$ cat config.mk
export PLATFORM = sky130hd
export DESIGN_NAME = subrecord_tlv_deframer
export DESIGN_NICKNAME = d
export VERILOG_FILES = /design/src/design/tlvd_pkg.sv /design/src/design/subrecord_tlv_deframer.sv
export SDC_FILE = /design/constraint.sdc
export NUM_CORES = 1
export LEC_CHECK = 0
export BUFFER_PORTS_ARGS = -buffer_cell sky130_fd_sc_hd__clkbuf_2
export CORE_ASPECT_RATIO = 1.1
export CORE_MARGIN = 4
export CORE_UTILIZATION = 45
export CTS_BUF_LIST = sky130_fd_sc_hd__clkbuf_2 sky130_fd_sc_hd__clkbuf_4 sky130_fd_sc_hd__clkbuf_8
export DETAILED_ROUTE_END_ITERATION = 10
export SETUP_SLACK_MARGIN = 0.1
export SYNTH_ARGS = -nofsm -noshare
export SYNTH_HDL_FRONTEND = slang
export SYNTH_SLANG_ARGS = --single-unit
export TNS_END_PERCENT = 50
$ cat constraint.sdc
create_clock -name clk -period 4.85 [get_ports clk]
set_input_delay 0.2425 -clock clk [delete_from_list [all_inputs] [get_ports clk]]
set_output_delay 0.2425 -clock clk [all_outputs]
set_load 0.02 [all_outputs]
$ cat src/design/tlvd_pkg.sv
// Shared types and constants for the subrecord type-length-value deframer.
// Holds the input and result word structs, item kinds and status codes.
// No dependencies.
`default_nettype none

package tlvd_pkg;

    // Input word: one payload byte plus its end mark
    typedef struct packed {
        logic [7:0] payload_byte;
        logic       payload_end;
    } tlv_in_t;

    // Result word
    typedef struct packed {
        logic [1:0]  item_kind;
        logic [31:0] sub_type;
        logic [7:0]  data_out;
        logic        first_of_sub;
        logic        last_of_sub;
        logic [1:0]  status;
        logic        last_result;
    } tlv_out_t;

    localparam logic [1:0] KIND_DATA   = 2'd0;
    localparam logic [1:0] KIND_EMPTY  = 2'd1;
    localparam logic [1:0] KIND_STATUS = 2'd2;

    // Status codes double as the sticky error codes
    localparam logic [1:0] ST_OK       = 2'd0;
    localparam logic [1:0] ST_BAD_XXXX = 2'd1;
    localparam logic [1:0] ST_TRUNC    = 2'd2;

    localparam logic [31:0] MARKER_XXXX  = 32'h5858_5858;
    localparam logic [15:0] XVALUE_BYTES = 16'd4;
    localparam logic [3:0]  HDR_BYTES    = 4'd6;

    // Result queue
    localparam int unsigned FIFO_DEPTH = 4;
    localparam int unsigned FIFO_AW    = $clog2(FIFO_DEPTH);

endpackage : tlvd_pkg

`default_nettype wire

$ cat src/design/subrecord_tlv_deframer.sv
// Top level of the subrecord type-length-value deframer.
// Parses header, XXXX override and data bytes and queues result words.
// Depends on tlvd_pkg.
//
//  channel  | dir | handshake                      | word
//  ---------+-----+--------------------------------+---------------------
//  payload  | in  | payload_valid / payload_stall  | tlvd_pkg::tlv_in_t
//  result   | out | result_valid  / result_stall   | tlvd_pkg::tlv_out_t
//
// One payload byte is taken per cycle while payload_stall is low; its
// results land in a 4-word result queue on the same edge and leave at one
// word per cycle while result_stall is low. A byte that yields two words
// (data or empty event followed by the end status) fills two queue slots;
// payload_stall rises when the queue holds three or more words.
// rst_n is asynchronous and clears parser state and queue pointers.
// result_stall only backs up the queue; parsing resumes below three words.
`default_nettype none

module subrecord_tlv_deframer (
    input  wire logic              clk,
    input  wire logic              rst_n,
    input  wire logic              payload_valid,
    output logic                   payload_stall,
    input  wire tlvd_pkg::tlv_in_t payload,
    output logic                   result_valid,
    input  wire logic              result_stall,
    output tlvd_pkg::tlv_out_t     result
);

    localparam logic [1:0] PH_HEADER = 2'd0;
    localparam logic [1:0] PH_XVALUE = 2'd1;
    localparam logic [1:0] PH_DATA   = 2'd2;

    localparam int unsigned AW = tlvd_pkg::FIFO_AW;
    localparam int unsigned CW = tlvd_pkg::FIFO_AW + 1;

    // Parser state
    logic [1:0]  phase_reg,      phase_next;
    logic [2:0]  byte_index_reg, byte_index_next;
    logic [31:0] type_reg,       type_next;
    logic [15:0] size_low_reg,   size_low_next;
    logic [31:0] pending_reg,    pending_next;
    logic [31:0] bytes_left_reg, bytes_left_next;
    logic [1:0]  error_code_reg, error_code_next;

    // Result queue
    tlvd_pkg::tlv_out_t fifo_mem [tlvd_pkg::FIFO_DEPTH];
    logic [AW-1:0] wr_ptr_reg, wr_ptr_next;
    logic [AW-1:0] rd_ptr_reg, rd_ptr_next;
    logic [CW-1:0] count_reg,  count_next;

    logic               accept;
    logic               pop;
    logic [1:0]         push_cnt;
    tlvd_pkg::tlv_out_t res_a;
    tlvd_pkg::tlv_out_t res_b;
    tlvd_pkg::tlv_out_t prim;
    tlvd_pkg::tlv_out_t stat;
    logic               prim_vld;
    logic [3:0]         idx_inc;
    logic [31:0]        size_sel;
    logic               last_byte;

    assign payload_stall = (count_reg > CW'(tlvd_pkg::FIFO_DEPTH - 2));
    assign accept        = payload_valid && !payload_stall;
    assign result_valid  = (count_reg != '0);
    assign pop           = result_valid && !result_stall;
    assign result        = fifo_mem[rd_ptr_reg];

    always_comb
    begin
        phase_next      = phase_reg;
        byte_index_next = byte_index_reg;
        type_next       = type_reg;
        size_low_next   = size_low_reg;
        pending_next    = pending_reg;
        bytes_left_next = bytes_left_reg;
        error_code_next = error_code_reg;
        prim            = '0;
        prim_vld        = 1'b0;
        stat            = '0;
        res_a           = '0;
        res_b           = '0;
        push_cnt        = 2'd0;
        idx_inc         = {1'b0, byte_index_reg} + 4'd1;
        size_sel        = '0;
        last_byte       = 1'b0;

        if (accept)
        begin
            if (error_code_reg == tlvd_pkg::ST_OK)
            begin
                case (phase_reg)
                    PH_XVALUE:
                    begin
                        // gather the override value little-endian
                        bytes_left_next = bytes_left_reg
                            | (32'(payload.payload_byte) << {byte_index_reg[1:0], 3'b000});
                        if (byte_index_reg[1:0] == 2'd3)
                        begin
                            pending_next    = bytes_left_next;
                            bytes_left_next = '0;
                            byte_index_next = '0;
                            phase_next      = PH_HEADER;
                        end
                        else
                        begin
                            byte_index_next = idx_inc[2:0];
                        end
                    end
                    PH_DATA:
                    begin
                        last_byte          = (bytes_left_reg <= 32'd1);
                        prim_vld           = 1'b1;
                        prim.item_kind     = tlvd_pkg::KIND_DATA;
                        prim.sub_type      = type_reg;
                        prim.data_out      = payload.payload_byte;
                        prim.first_of_sub  = (byte_index_reg == 3'd0);
                        prim.last_of_sub   = last_byte;
                        if (last_byte)
                        begin
                            bytes_left_next = '0;
                            byte_index_next = '0;
                            phase_next      = PH_HEADER;
                        end
                        else
                        begin
                            bytes_left_next = bytes_left_reg - 32'd1;
                            byte_index_next = 3'd1;
                        end
                    end
                    default:
                    begin
                        // header phase; the unused code behaves the same
                        if (byte_index_reg == 3'd0)
                        begin
                            type_next     = {24'b0, payload.payload_byte};
                            size_low_next = '0;
                        end
                        else if (byte_index_reg < 3'd4)
                        begin
                            type_next = type_reg
                                | (32'(payload.payload_byte) << {byte_index_reg[1:0], 3'b000});
                        end
                        else if (byte_index_reg == 3'd4)
                        begin
                            size_low_next = size_low_reg | {8'b0, payload.payload_byte};
                        end
                        else if (byte_index_reg == 3'd5)
                        begin
                            size_low_next = size_low_reg | {payload.payload_byte, 8'b0};
                        end
                        byte_index_next = idx_inc[2:0];
                        phase_next      = PH_HEADER;
                        if (idx_inc >= tlvd_pkg::HDR_BYTES)
                        begin
                            byte_index_next = '0;
                            if (type_next == tlvd_pkg::MARKER_XXXX)
                            begin
                                if (size_low_next != tlvd_pkg::XVALUE_BYTES)
                                begin
                                    error_code_next = tlvd_pkg::ST_BAD_XXXX;
                                end
                                else
                                begin
                                    bytes_left_next = '0;
                                    phase_next      = PH_XVALUE;
                                end
                            end
                            else
                            begin
                                size_sel     = (pending_reg != '0) ? pending_reg
                                                                   : {16'b0, size_low_next};
                                pending_next = '0;
                                if (size_sel == '0)
                                begin
                                    prim_vld       = 1'b1;
                                    prim.item_kind = tlvd_pkg::KIND_EMPTY;
                                    prim.sub_type  = type_next;
                                end
                                else
                                begin
                                    bytes_left_next = size_sel;
                                    phase_next      = PH_DATA;
                                end
                            end
                        end
                    end
                endcase
            end

            if (payload.payload_end)
            begin
                stat.item_kind   = tlvd_pkg::KIND_STATUS;
                stat.last_result = 1'b1;
                stat.status      = error_code_next;
                if (error_code_next == tlvd_pkg::ST_OK
                    && !((phase_next == PH_HEADER || phase_next == 2'd3)
                         && byte_index_next == 3'd0))
                begin
                    stat.status = tlvd_pkg::ST_TRUNC;
                end
                // start the next payload clean
                phase_next      = PH_HEADER;
                byte_index_next = '0;
                type_next       = '0;
                size_low_next   = '0;
                pending_next    = '0;
                bytes_left_next = '0;
                error_code_next = tlvd_pkg::ST_OK;
            end

            if (prim_vld && payload.payload_end)
            begin
                res_a    = prim;
                res_b    = stat;
                push_cnt = 2'd2;
            end
            else if (prim_vld)
            begin
                res_a             = prim;
                res_a.last_result = 1'b1;
                push_cnt          = 2'd1;
            end
            else if (payload.payload_end)
            begin
                res_a    = stat;
                push_cnt = 2'd1;
            end
        end
    end

    assign wr_ptr_next = wr_ptr_reg + AW'(push_cnt);
    assign rd_ptr_next = rd_ptr_reg + AW'(pop);
    assign count_next  = count_reg + CW'(push_cnt) - CW'(pop);

    always_ff @(posedge clk)
    begin
        if (push_cnt != 2'd0)
        begin
            fifo_mem[wr_ptr_reg] <= res_a;
        end
        if (push_cnt == 2'd2)
        begin
            fifo_mem[wr_ptr_reg + AW'(1)] <= res_b;
        end
    end

    always_ff @(posedge clk or negedge rst_n)
    begin
        if (!rst_n)
        begin
            phase_reg      <= PH_HEADER;
            byte_index_reg <= '0;
            type_reg       <= '0;
            size_low_reg   <= '0;
            pending_reg    <= '0;
            bytes_left_reg <= '0;
            error_code_reg <= tlvd_pkg::ST_OK;
            wr_ptr_reg     <= '0;
            rd_ptr_reg     <= '0;
            count_reg      <= '0;
        end
        else
        begin
            phase_reg      <= phase_next;
            byte_index_reg <= byte_index_next;
            type_reg       <= type_next;
            size_low_reg   <= size_low_next;
            pending_reg    <= pending_next;
            bytes_left_reg <= bytes_left_next;
            error_code_reg <= error_code_next;
            wr_ptr_reg     <= wr_ptr_next;
            rd_ptr_reg     <= rd_ptr_next;
            count_reg      <= count_next;
        end
    end

    // Queue never overfills
    a_count_bound: assert property (@(posedge clk) disable iff (!rst_n)
        count_reg <= CW'(tlvd_pkg::FIFO_DEPTH))
        else $error("result queue over capacity");

    // End of payload always returns the parser to its start state
    a_end_resets: assert property (@(posedge clk) disable iff (!rst_n)
        accept && payload.payload_end
        |=> phase_reg == PH_HEADER && byte_index_reg == 3'd0
            && error_code_reg == tlvd_pkg::ST_OK && pending_reg == '0)
        else $error("parser not reset after payload end");

    // Error is sticky until payload end
    a_error_sticky: assert property (@(posedge clk) disable iff (!rst_n)
        error_code_reg != tlvd_pkg::ST_OK && !(accept && payload.payload_end)
        |=> $stable(error_code_reg) && $stable(phase_reg))
        else $error("state moved after error");

    // Data phase always owes at least one byte
    a_data_owed: assert property (@(posedge clk) disable iff (!rst_n)
        phase_reg == PH_DATA |-> bytes_left_reg != '0)
        else $error("data phase with nothing left");

    // Header position stays inside the six header bytes
    a_hdr_index: assert property (@(posedge clk) disable iff (!rst_n)
        phase_reg == PH_HEADER |-> byte_index_reg < 3'd6)
        else $error("header index out of range");

endmodule : subrecord_tlv_deframer

`default_nettype wire
==> run_results.csv <==
group,metric,value,unit
run_status,status,"finished clean",
power_and_ir_drop,total_power,9.14,mW
final_layout,top_register,"fifo_mem",
worst_setup_path,worstSetupPathType,"reg2reg",
final_layout,area_growth,12.1,%
synth,synth_largest_area_cell,"dfxtp_1",
cts,cts_tree,"done",
power_and_ir_drop,power_density,522,nW/um2
floorplan,start_util,45.7,%
global_routing,grt_util_met2,42.1,%
synth,synthTopCellsByArea,"dfxtp_1 (22%), dfrtp_1 (20%), mux4_2 (6.8%)",
global_routing,grt_pass1_vias,13300,
global_routing,antenna_found_initial,0,
floorplan,dieHeight,203,um
timing,tightestPinTransition,1.04,ns
drt,drc,0,
worst_setup_path,path_max_fanout,29,
final_layout,num_antenna_cells,0,
drt,ant_nets,0,
drt,drt-initial-drc-count,1070,
drt,num_vias,13500,
final_layout,final_common_cell,"nand2_1",
synth,synth-async-reset-ratio,40.1,%
drt,first_pass_iters,5,
global_routing,top_usage_layer,"met2",
cts,htree_levels,2,
timing,period_share,92.9,%
global_routing,gr-usage-met3,4.12,%
final_layout,final_util,51.2,%
synth,syn_area,15600,um2
timing,tns,0,ns
synth,synth_seq_cells,314,
floorplan,io_pins,62,
placement,port_buffers,61,
worst_setup_path,r2r_setup_slack,0.34,ns
power_and_ir_drop,p_leak,7.03,nW
timing,rsz0062_at_grt,"true",
global_routing,grt_max_degree,70,
final_layout,largest_reg_flops,188,
worst_setup_path,end_kind,"register",
global_routing,grt_overflow_total,0,
floorplan,fp.dieW,186,um
placement,place.gp.congestion,0.908,
min_path,holdCritStartpoint,"payload_valid",
synth,synth_area_per_cell,9.32,um2
drt,vias_per_cell,6.15,
min_path,holdPathEnd,"fifo_mem[2][0]",
worst_setup_path,critPathArrivalTime,4.99,ns
floorplan,rows,71,
timing,fin_crit,4.51,ns
power_and_ir_drop,ir_worst_vdd,0.294,mV
worst_setup_path,r2r_end,"fifo_mem[0][45]",
worst_setup_path,crit-reg2reg-launch,"byte_index_reg[1]",
synth,yosysWarnings,0,
global_routing,gr-usage-met1,33.5,%
final_layout,layout_common_cells,"nand2_1 (255), o21ai_0 (209), dfxtp_1 (172), dfrtp_1 (123), nor2_1 (119)",
job,maxCapViolations,0,
global_routing,grt.total_usage,25.5,%
timing,finalSetupViolations,0,
placement,post_dp_cell_area,16300,um2
cts,cts_inserted_buffers,53,
timing,fmax,0.222,GHz
drt,drt_wl_total,48.6,mm
timing,drv_slew,0,
timing,fin_skew,0.0222,ns
synth,yosysUniqueCellTypes,86,
synth,synth_edf_count,16,
worst_setup_path,r2r_cells,15,
final_layout,final_nets,1749,
synth,syn_nets,1706,
floorplan,die_area,37700,um2
timing,hold_viol_final,0,
worst_setup_path,start_kind,"register",
synth,syn_inst,1676,
cts,clk_pin_slew,0.06,ns
cts,cts.path.max_buffers,3,
synth,ys.flop_type,"dfxtp_1",
drt,wire_per_inst,22.1,um
final_layout,layout-drive-gt1-share,17.0,%
placement,dp_hpwl,32.5,mm
floorplan,coreArea,34200,um2
worst_setup_path,critPathRequiredTime,5.33,ns
cts,worstSkewPairLatency,0.64,ns
min_path,hold_path_depth,3,
final_layout,postLayoutCellArea,17500,um2
synth,synthDominantCellAreaShare,22.1,%
synth,seq_area_frac_synth,45.3,%
timing,setup_slack,0.345,ns
placement,dp_slack,0.415,ns
min_path,hold_class,"in2reg",
cts,cts_root_buf,"clkbuf_8",
timing,relSlewSlack,30.1,%
cts,cts.sinks,314,
global_routing,grt_pass1_wl,76.5,mm
cell type report:
type                       count  area (um2)
clock buffer                  88        1070
clock inverter                 9        57.6
fill                        3243       16700
inverter                      31         116
multi-input combinational   1211        7930
sequential                   314        7080
tap                          438         548
timing repair buffer         108         694
synth_stat cells, types with 8 or more instances:
library cell,instances
nand2_1,255
o21ai_0,209
dfxtp_1,172
dfrtp_1,126
nor2_1,119
a21oi_1,105
clkbuf_1,88
a22o_1,66
mux4_2,47
nand3_1,34
inv_1,30
mux2_1,30
nor3_1,28
a31oi_1,25
nor4_1,22
a22oi_1,18
o22ai_1,18
edfxtp_1,16
ha_1,16
buf_2,14
nand2b_1,14
a21o_1,13
buf_1,11
nand4_1,11
o31ai_2,11
xnor2_1,10
a32oi_1,9
nand4b_1,9
and3_1,8
o21a_1,8
o21ai_1,8
per-stage QoR:
stage	cells	hold slack (ns)
after floorplan	1676	-0.0531
after global placement	2100	0.299
after detailed placement	2100	0.303
after CTS	2199	0.0576
after global routing	2199	0.0942
final	2199	0.0932
where the power goes:
group	switching, mW	total (mW)	internal [mW]
clock	1.10	2.50	1.40
sequential	0.324	3.14	2.81
combinational	2.30	3.50	1.20
what timing repair did:
item,4_1_cts,5_1_grt
gates resized for setup,0,2
hold endpoints to repair,69,0
hold buffers,2,0
buffers inserted,0,0
endpoints found under the setup margin,0,15
worst max-delay path, stage by stage, from the launching register on:
cell and delay [ns]:
dfrtp_1 0.37, inv_1 0.13, ha_1 0.29, buf_4 0.30, nand4b_1 0.15, nand3_1 0.16
nor4_2 0.46, and4_1 0.36, o2111ai_4 0.14, a21oi_1 0.17, buf_4 0.15, ha_1 0.35
o21ai_1 0.46, nor2_1 0.19, nand2_1 0.49, o21ai_0 0.16
layer usage:
layer	up-vias	wire [um]
li1	6247	-
met5	-	0
met2	483	23200
met1	6683	20700
met3	103	2750
met4	0	1880
cell families after synthesis:
logic type / synth area share [%]
and+or+nand+nor: 16.6
DFF: 45.3
buffers and inverters: 4.01
adders and majority gates: 1.41
muxes: 9.37
AOI/OAI and AO/OA: 22.4
xor gates and xnor gates: 0.897
worst max path at each step:
stage / from / to / slack [ns]
floorplan: byte_index_reg[0] / count_reg[2] / 0.13
global placement: byte_index_reg[0] / count_reg[2] / 0.52
detailed placement: byte_index_reg[1] / fifo_mem[3][37] / 0.41
CTS: byte_index_reg[1] / fifo_mem[3][33] / 0.37
global route: byte_index_reg[1] / fifo_mem[0][15] / 0.07
finish: byte_index_reg[1] / fifo_mem[0][45] / 0.34
(Power assumes the default switching activity.)
